[src/hw/rtl/a85_pkg.sv]
package a85_pkg;

	// Result status codes.
	localparam logic [2:0] ST_DATA       = 3'd0;
	localparam logic [2:0] ST_DONE       = 3'd1;
	localparam logic [2:0] ST_Z_IN_GROUP = 3'd2;
	localparam logic [2:0] ST_LONE_DIGIT = 3'd3;
	localparam logic [2:0] ST_INVALID    = 3'd4;

	// Characters with a meaning of their own in the text.
	localparam logic [7:0] CH_EXCL  = 8'h21;
	localparam logic [7:0] CH_U     = 8'h75;
	localparam logic [7:0] CH_Z     = 8'h7A;
	localparam logic [7:0] CH_TILDE = 8'h7E;
	localparam logic [7:0] CH_GT    = 8'h3E;
	localparam logic [7:0] CH_SPACE = 8'h20;
	localparam logic [7:0] CH_TAB   = 8'h09;
	localparam logic [7:0] CH_CR    = 8'h0D;

	localparam logic [31:0] RADIX = 32'd85;

	localparam int QUEUE_DEPTH = 4;

	// One decoded action: up to four data bytes, then an optional status result.
	typedef struct packed {
		logic [31:0] word;
		logic [23:0] pad;
		logic [2:0]  nbytes;
		logic        has_status;
		logic [2:0]  status;
	} cmd_t;

	// 85 raised to the number of digits missing from a partial group.
	function automatic logic [19:0] pad_scale(input logic [2:0] cnt);
		logic [19:0] r;
		unique case (cnt)
			3'd2:    r = 20'd614125;
			3'd3:    r = 20'd7225;
			3'd4:    r = 20'd85;
			default: r = 20'd1;
		endcase
		return r;
	endfunction

	// Fill constant added to a padded partial group.
	function automatic logic [23:0] pad_fill(input logic [2:0] cnt);
		logic [23:0] r;
		unique case (cnt)
			3'd2:    r = 24'hFFFFFF;
			3'd3:    r = 24'h00FFFF;
			3'd4:    r = 24'h0000FF;
			default: r = 24'h000000;
		endcase
		return r;
	endfunction

endpackage

[src/hw/rtl/ascii85_stream_decoder_core.sv]
// A text byte accepted with the queue empty is written into the request queue, then loaded
// into the output stage, from which its first result is shown.
// Throughput: one text byte per cycle enters while the request queue has room; the
// result side delivers one result per cycle while out_ready is high and results are pending.
// A group or 'z' yields four results, five if it also ends the stream; a flush up to four.
// Reset: arst_n, asynchronous and active low, clears the digit count, accumulator and tilde flag.
module ascii85_stream_decoder_core #(
	parameter int QUEUE_DEPTH = a85_pkg::QUEUE_DEPTH
) (
	input  logic       clk,
	input  logic       arst_n,
	input  logic       in_valid,
	output logic       in_ready,
	input  logic [7:0] in_byte,
	input  logic       stream_end,
	output logic       out_valid,
	input  logic       out_ready,
	output logic [7:0] out_byte,
	output logic [2:0] status,
	output logic       last
);

	// Reset also clears the halt flag, the queue pointers and the output stage, so no
	// clearing pass is needed.

	// The front end classifies each text byte and keeps the group state. Every byte
	// that causes results becomes one request in the queue: up to four data bytes
	// and an optional closing status. Whitespace, a digit that does not close a group and
	// the first half of the end marker produce no request unless they end the stream.
	a85_pkg::cmd_t push_cmd;
	a85_pkg::cmd_t pop_cmd;
	logic          push;
	logic          pop;
	logic          full;
	logic          empty;

	a85_front u_front (
		.clk        (clk),
		.arst_n     (arst_n),
		.in_valid   (in_valid),
		.in_ready   (in_ready),
		.in_byte    (in_byte),
		.stream_end (stream_end),
		.full       (full),
		.push       (push),
		.cmd        (push_cmd)
	);

	// The queue lets the front end keep taking bytes while a burst of results drains.
	a85_queue #(
		.DEPTH (QUEUE_DEPTH)
	) u_queue (
		.clk      (clk),
		.arst_n   (arst_n),
		.push     (push),
		.push_cmd (push_cmd),
		.full     (full),
		.pop      (pop),
		.pop_cmd  (pop_cmd),
		.empty    (empty)
	);

	// The back end expands each request into results, one per cycle while out_ready is high,
	// from registers, and flags the final result of each request.
	a85_back u_back (
		.clk       (clk),
		.arst_n    (arst_n),
		.empty     (empty),
		.pop_cmd   (pop_cmd),
		.pop       (pop),
		.out_valid (out_valid),
		.out_ready (out_ready),
		.out_byte  (out_byte),
		.status    (status),
		.last      (last)
	);

endmodule

[src/hw/rtl/a85_front.sv]
module a85_front (
	input  logic              clk,
	input  logic              arst_n,
	input  logic              in_valid,
	output logic              in_ready,
	input  logic [7:0]        in_byte,
	input  logic              stream_end,
	input  logic              full,
	output logic              push,
	output a85_pkg::cmd_t     cmd
);

	logic [2:0]  cnt_q;
	logic [31:0] acc_q;
	logic        tilde_q;
	logic        halted_q;

	logic [2:0]  cnt_d;
	logic [31:0] acc_d;
	logic        tilde_d;
	logic        halted_d;

	logic        accept;
	logic        is_digit;
	logic        is_white;
	logic [31:0] acc_next;
	logic [31:0] acc_scaled;

	assign in_ready = !full;
	assign accept   = in_valid && in_ready;

	assign is_digit = (in_byte >= a85_pkg::CH_EXCL) && (in_byte <= a85_pkg::CH_U);
	assign is_white = (in_byte == a85_pkg::CH_SPACE) ||
	                  ((in_byte >= a85_pkg::CH_TAB) && (in_byte <= a85_pkg::CH_CR));

	assign acc_next   = acc_q * a85_pkg::RADIX + {24'd0, in_byte - a85_pkg::CH_EXCL};
	assign acc_scaled = acc_q * {12'd0, a85_pkg::pad_scale(cnt_q)};

	always_comb begin
		cnt_d          = cnt_q;
		acc_d          = acc_q;
		tilde_d        = tilde_q;
		halted_d       = halted_q;
		cmd.word       = 32'd0;
		cmd.pad        = 24'd0;
		cmd.nbytes     = 3'd0;
		cmd.has_status = 1'b0;
		cmd.status     = a85_pkg::ST_DATA;

		if (!halted_q) begin
			if (tilde_q) begin
				tilde_d  = 1'b0;
				halted_d = 1'b1;
				cmd.has_status = 1'b1;
				if (in_byte != a85_pkg::CH_GT) begin
					cmd.status = a85_pkg::ST_INVALID;
				end else if (cnt_q == 3'd1) begin
					cmd.status = a85_pkg::ST_LONE_DIGIT;
				end else begin
					cmd.status = a85_pkg::ST_DONE;
					if (cnt_q >= 3'd2) begin
						cmd.word   = acc_scaled;
						cmd.pad    = a85_pkg::pad_fill(cnt_q);
						cmd.nbytes = cnt_q - 3'd1;
					end
				end
			end else if (in_byte == a85_pkg::CH_TILDE) begin
				if (stream_end) begin
					halted_d       = 1'b1;
					cmd.has_status = 1'b1;
					cmd.status     = a85_pkg::ST_INVALID;
				end else begin
					tilde_d = 1'b1;
				end
			end else if (is_digit) begin
				if (cnt_q == 3'd4) begin
					cmd.word   = acc_next;
					cmd.nbytes = 3'd4;
					cnt_d      = 3'd0;
					acc_d      = 32'd0;
				end else begin
					cnt_d = cnt_q + 3'd1;
					acc_d = acc_next;
				end
			end else if (in_byte == a85_pkg::CH_Z) begin
				if (cnt_q != 3'd0) begin
					halted_d       = 1'b1;
					cmd.has_status = 1'b1;
					cmd.status     = a85_pkg::ST_Z_IN_GROUP;
				end else begin
					cmd.nbytes = 3'd4;
				end
			end else if (!is_white) begin
				halted_d       = 1'b1;
				cmd.has_status = 1'b1;
				cmd.status     = a85_pkg::ST_INVALID;
			end
		end

		// Every status code halts, so a closing done never meets another status.
		if (stream_end) begin
			if (!halted_d) begin
				cmd.has_status = 1'b1;
				cmd.status     = a85_pkg::ST_DONE;
			end
			cnt_d    = 3'd0;
			acc_d    = 32'd0;
			tilde_d  = 1'b0;
			halted_d = 1'b0;
		end
	end

	assign push = accept && (cmd.has_status || (cmd.nbytes != 3'd0));

	always_ff @(posedge clk or negedge arst_n) begin
		if (!arst_n) begin
			cnt_q    <= 3'd0;
			acc_q    <= 32'd0;
			tilde_q  <= 1'b0;
			halted_q <= 1'b0;
		end else if (accept) begin
			cnt_q    <= cnt_d;
			acc_q    <= acc_d;
			tilde_q  <= tilde_d;
			halted_q <= halted_d;
		end
	end

`ifndef SYNTH
	a_cnt_range: assert property (@(posedge clk) disable iff (!arst_n) cnt_q <= 3'd4)
		else $error("digit count out of range");
	a_halt_tilde: assert property (@(posedge clk) disable iff (!arst_n) !(halted_q && tilde_q))
		else $error("tilde pending while halted");
	a_end_reset: assert property (@(posedge clk) disable iff (!arst_n)
		accept && stream_end |=> (cnt_q == 3'd0) && !halted_q && !tilde_q && (acc_q == 32'd0))
		else $error("state not cleared after stream end");
`endif

endmodule

[src/hw/rtl/a85_queue.sv]
module a85_queue #(
	parameter int DEPTH = a85_pkg::QUEUE_DEPTH
) (
	input  logic          clk,
	input  logic          arst_n,
	input  logic          push,
	input  a85_pkg::cmd_t push_cmd,
	output logic          full,
	input  logic          pop,
	output a85_pkg::cmd_t pop_cmd,
	output logic          empty
);

	localparam int AW = (DEPTH > 1) ? $clog2(DEPTH) : 1;
	localparam int CW = $clog2(DEPTH + 1);

	a85_pkg::cmd_t mem_q [DEPTH];
	logic [AW-1:0] wr_ptr_q;
	logic [AW-1:0] rd_ptr_q;
	logic [CW-1:0] count_q;

	assign full    = (count_q == CW'(DEPTH));
	assign empty   = (count_q == CW'(0));
	assign pop_cmd = mem_q[rd_ptr_q];

	always_ff @(posedge clk) begin
		if (push) begin
			mem_q[wr_ptr_q] <= push_cmd;
		end
	end

	always_ff @(posedge clk or negedge arst_n) begin
		if (!arst_n) begin
			wr_ptr_q <= '0;
			rd_ptr_q <= '0;
			count_q  <= '0;
		end else begin
			if (push) begin
				wr_ptr_q <= (wr_ptr_q == AW'(DEPTH - 1)) ? '0 : wr_ptr_q + AW'(1);
			end
			if (pop) begin
				rd_ptr_q <= (rd_ptr_q == AW'(DEPTH - 1)) ? '0 : rd_ptr_q + AW'(1);
			end
			if (push && !pop) begin
				count_q <= count_q + CW'(1);
			end else if (pop && !push) begin
				count_q <= count_q - CW'(1);
			end
		end
	end

endmodule

[src/hw/rtl/a85_back.sv]
module a85_back (
	input  logic          clk,
	input  logic          arst_n,
	input  logic          empty,
	input  a85_pkg::cmd_t pop_cmd,
	output logic          pop,
	output logic          out_valid,
	input  logic          out_ready,
	output logic [7:0]    out_byte,
	output logic [2:0]    status,
	output logic          last
);

	logic        busy_q;
	logic [31:0] word_q;
	logic [2:0]  rem_q;
	logic        has_st_q;
	logic [2:0]  st_q;

	logic        take;
	logic        final_res;

	assign out_valid = busy_q;
	assign final_res = (rem_q == 3'd0) || ((rem_q == 3'd1) && !has_st_q);
	assign out_byte  = (rem_q != 3'd0) ? word_q[31:24] : 8'd0;
	assign status    = (rem_q != 3'd0) ? a85_pkg::ST_DATA : st_q;
	assign last      = final_res;

	assign take = out_valid && out_ready;
	assign pop  = !empty && (!busy_q || (take && final_res));

	always_ff @(posedge clk or negedge arst_n) begin
		if (!arst_n) begin
			busy_q <= 1'b0;
		end else if (pop) begin
			busy_q <= 1'b1;
		end else if (take && final_res) begin
			busy_q <= 1'b0;
		end
	end

	// The fill constant of a padded group is added as the request is loaded.
	always_ff @(posedge clk) begin
		if (pop) begin
			word_q   <= pop_cmd.word + {8'd0, pop_cmd.pad};
			rem_q    <= pop_cmd.nbytes;
			has_st_q <= pop_cmd.has_status;
			st_q     <= pop_cmd.status;
		end else if (take && (rem_q != 3'd0)) begin
			word_q <= {word_q[23:0], 8'd0};
			rem_q  <= rem_q - 3'd1;
		end
	end

`ifndef SYNTH
	a_rem_range: assert property (@(posedge clk) disable iff (!arst_n) busy_q |-> rem_q <= 3'd4)
		else $error("byte count out of range");
	a_no_empty_req: assert property (@(posedge clk) disable iff (!arst_n)
		busy_q && (rem_q == 3'd0) |-> has_st_q)
		else $error("request with no result left");
	a_pop_nonempty: assert property (@(posedge clk) disable iff (!arst_n) pop |-> !empty)
		else $error("pop from empty queue");
`endif

endmodule
[config.mk]
export PLATFORM = sky130hd
export DESIGN_NAME = ascii85_stream_decoder_core
export DESIGN_NICKNAME = d
export VERILOG_FILES = /design/src/hw/rtl/a85_pkg.sv /design/src/hw/rtl/ascii85_stream_decoder_core.sv /design/src/hw/rtl/a85_front.sv /design/src/hw/rtl/a85_queue.sv /design/src/hw/rtl/a85_back.sv
export SDC_FILE = /design/constraint.sdc
export NUM_CORES = 1
export LEC_CHECK = 0
export BUFFER_PORTS_ARGS = -buffer_cell sky130_fd_sc_hd__buf_2
export CORE_MARGIN = 5
export CORE_UTILIZATION = 41
export DETAILED_ROUTE_END_ITERATION = 16
export SLEW_MARGIN = 40
export SYNTH_ARGS = -nofsm -noshare
export SYNTH_HDL_FRONTEND = slang
export SYNTH_SLANG_ARGS = --single-unit
[constraint.sdc]
create_clock -name clk -period 8.8 [get_ports clk]
set_input_delay 0.44 -clock clk [delete_from_list [all_inputs] [get_ports clk]]
set_output_delay 0.44 -clock clk [all_outputs]
set_load 0.02 [all_outputs]
==> results.py <==
metrics = {
    "final_layout": {
        "syn2layout_area_growth_pct": 8.67,
        "multi_input_area_um2": 15900,
        "layout_common_cells": "inv_1, fa_1, ha_1, edfxtp_1, nor2_1",
        "final_common_cell": "inv_1",
        "final_nets": 3032,
        "seqCellArea_um2": 7350,
        "drive_gt1_share_pct": 7.17,
        "antenna_cells": 0,
        "fill_cells": 5797,
    },
    "critical_path": {
        "rr_worst_depth": 28,
        "critical_path.max_fanout": 10,
        "crit_required_ns": 9.08,
        "slowest_delay_ns": 0.55,
        "cp-end-kind": "flip-flop",
        "critPathSlowestCell": "fa_1",
        "worstPathArrival_ns": 8.08,
        "critPathBufInv": 8,
        "path_class": "reg -> reg",
        "r2r_end": "u_queue.mem_q[2][60]$_DFFE_PP_",
        "startpoint_type": "flip-flop",
        "crit_family": "adder cells",
        "regToRegSetupSlack_ns": 1.0,
        "crit-reg2reg-launch": "u_front.cnt_q[0]$_DFFE_PN0P_",
    },
    "timing": {
        "finalCriticalPeriod_ns": 7.80,
        "finalMaxSlewViolations": 0,
        "setup_slack_ns": 1.00,
        "rsz0062_at_grt": "false",
        "hold_viol_final": 0,
        "hold_ws_ns": 0.226,
        "fin_tns_setup_ns": 0,
        "setup_viol": 0,
        "fin_skew_ns": 0.0249,
        "fmax_mhz": 128,
        "worstMarginPinSlew_ns": 0.858,
        "period_share_pct": 88.6,
        "maxSlewHeadroom_pct": 42.4,
    },
    "grt": {
        "grt_pass1_vias": 17980,
        "grt_util_all_layers_pct": 19.2,
        "grt-ovfl-total": 0,
        "antenna_found_initial": 1,
        "grt_max_degree": 69,
        "grt_pass1_wl_um": 102000,
    },
    "synthesis": {
        "syn_inst": 2383,
        "synthFlopType": "edfxtp_1",
        "synth_top_cell_by_area": "edfxtp_1",
        "synthesis.nets": 2991,
        "synth_top_area_share_pct": 24.3,
        "synth_edf_count": 207,
        "synth.distinct_cells": 69,
        "synth-seq-cells": 252,
        "synth_warnings": 0,
        "yosysSeqAreaShare_pct": 28.7,
        "synth_area_um2": 25600,
        "synthTopCellsByArea": "edfxtp_1, fa_1, ha_1",
        "ys_async_sr_fraction_pct": 17.9,
        "postSynthAreaPerCell_um2": 10.7,
    },
    "floorplanning": {
        "io-pin-count": 27,
        "floorplan.initialDensity_pct": 41.4,
        "rows": 91,
        "design.die.area_um2": 67500,
        "core_um2": 61700,
        "fp.dieH_um": 260,
        "die_x_um": 260,
    },
    "min_path": {
        "min_path_cells": 2,
        "worst_hold_path_type": "in -> reg",
        "hold_end": "u_front.halted_q$_DFFE_PN0P_",
        "min_from": "stream_end",
    },
    "placed_design": {
        "portBuffers": 26,
        "dpl.hpwl_um": 51100,
        "preCtsSetupSlack_ns": 1.15,
        "place.gp.congestion": 0.942,
    },
    "route": {
        "drc": 0,
        "totalWireLength_um": 63600,
        "dr.pass1.iters": 5,
        "detail-route-antenna-nets": 0,
        "vias_per_cell": 5.18,
        "drtIter0Drc": 1215,
        "wl_per_cell_um": 19.4,
        "vias": 16983,
    },
    "clock_network": {
        "clock_latency_ns": 0.55,
        "cts_buffer_depth": 3,
        "cts_sinks": 252,
        "root_buffer": "clkbuf_16",
        "cts_tree": "built",
        "htree_levels": 1,
        "numCtsBuffers": 26,
        "ctsResizeCount": 0,
        "clk_pin_slew_ns": 0.07,
    },
    "status": {
        "status": "finished, final reports clean",
    },
    "flow_run": {
        "max_cap_viol_count": 0,
    },
}
timing repair:
item / 4_1_cts / 5_1_grt
setup buffers: 0 / 0
hold buffers: 0 / 1
hold endpoints to repair: 0 / 2
synthesized netlist by cell type (3+ instances only):
library cell,instances
xor2_1,34
nand2_1,125
o31ai_1,3
and2_1,25
a41oi_1,3
ha_1,295
nand3b_1,5
fa_1,300
nand2b_1,17
edfxtp_1,207
a22o_1,42
a31oi_1,9
dfrtp_1,45
o21a_1,20
inv_1,585
o21ai_0,68
a21oi_1,90
nor2b_1,14
xnor2_1,82
nor2_1,134
buf_2,5
a211o_1,6
o32ai_1,4
mux4_2,42
o21bai_1,11
nor3_1,27
o31a_1,3
a22oi_1,16
a221oi_1,3
o21ai_1,3
a211oi_1,10
and3_1,9
o211ai_1,4
nand3_1,13
a21o_1,30
clkbuf_1,36
nand4_1,4
buf_1,10
mux2_2,6
or3_1,3
worst max-delay path by stage:
stage / start / to / cells past startpoint
after floorplan: u_front.cnt_q[0]$_DFFE_PN0P_ / u_queue.mem_q[0][62]$_DFFE_PP_ / 29
after global placement: u_front.cnt_q[0]$_DFFE_PN0P_ / u_queue.mem_q[0][62]$_DFFE_PP_ / 29
after detailed placement: u_front.cnt_q[0]$_DFFE_PN0P_ / u_queue.mem_q[1][62]$_DFFE_PP_ / 29
after CTS: u_front.cnt_q[0]$_DFFE_PN0P_ / u_queue.mem_q[1][62]$_DFFE_PP_ / 29
after global routing: u_front.cnt_q[0]$_DFFE_PN0P_ / u_queue.mem_q[1][60]$_DFFE_PP_ / 28
final: u_front.cnt_q[0]$_DFFE_PN0P_ / u_queue.mem_q[2][60]$_DFFE_PP_ / 28
cell type report:
| type | instances | area share (%) |
|---|---|---|
| well taps | 837 | 3.77 |
| multi-input cells | 1495 | 57.2 |
| repair buffers | 64 | 1.52 |
| flip-flops and latches | 252 | 26.4 |
| clock inverters | 17 | 0.797 |
| inverters | 585 | 7.90 |
| clock buffers | 29 | 2.42 |
state kept, by name, summed over array words and instances (netlist names):
| name | flops |
|---|---|
| u_back.word_q | 32 |
| u_back.st_q | 3 |
| u_front.tilde_q | 1 |
| u_front.cnt_q | 3 |
| u_front.halted_q | 1 |
| u_queue.wr_ptr_q | 2 |
| u_front.acc_q | 32 |
| u_back.rem_q | 3 |
| u_queue.rd_ptr_q | 2 |
| u_queue.count_q | 3 |
| u_queue.mem_q | 168 |
| u_back.has_st_q | 1 |
| u_back.out_valid | 1 |
metrics by stage:
stage	cells	utilization (%)	area, um2
after floorplan	2383	-	25600
after global placement	3232	43.5	26900
after detailed placement	3232	43.6	26900
after CTS	3278	45.0	27800
after global routing	3279	45.0	27800
final	3279	45.0	27800
cells by family (layout without fill, tap and decap cells):
group           Yosys count  count (layout)  share of synthesized area (%)
flops                   252             252                           28.7
mux                      49              49                           4.00
fa+ha+maj               595             595                           37.9
buf+inv                 636             695                           9.36
simple gates            385             385                           6.77
xor+xnor                116             116                           3.97
compound gates          350             350                           9.28
routing by layer:
metal	track usage (%)	routed length, um	vias to the layer above
met5	0	0	-
met4	4.21	1320	0
met3	2.01	3020	75
met2	31.9	30200	434
met1	27.5	29100	8608
li1	-	-	7866
Power is left out: the tool's default activity adds up to more than one toggle a clock period on the data nets, which glitch-free logic cannot reach.
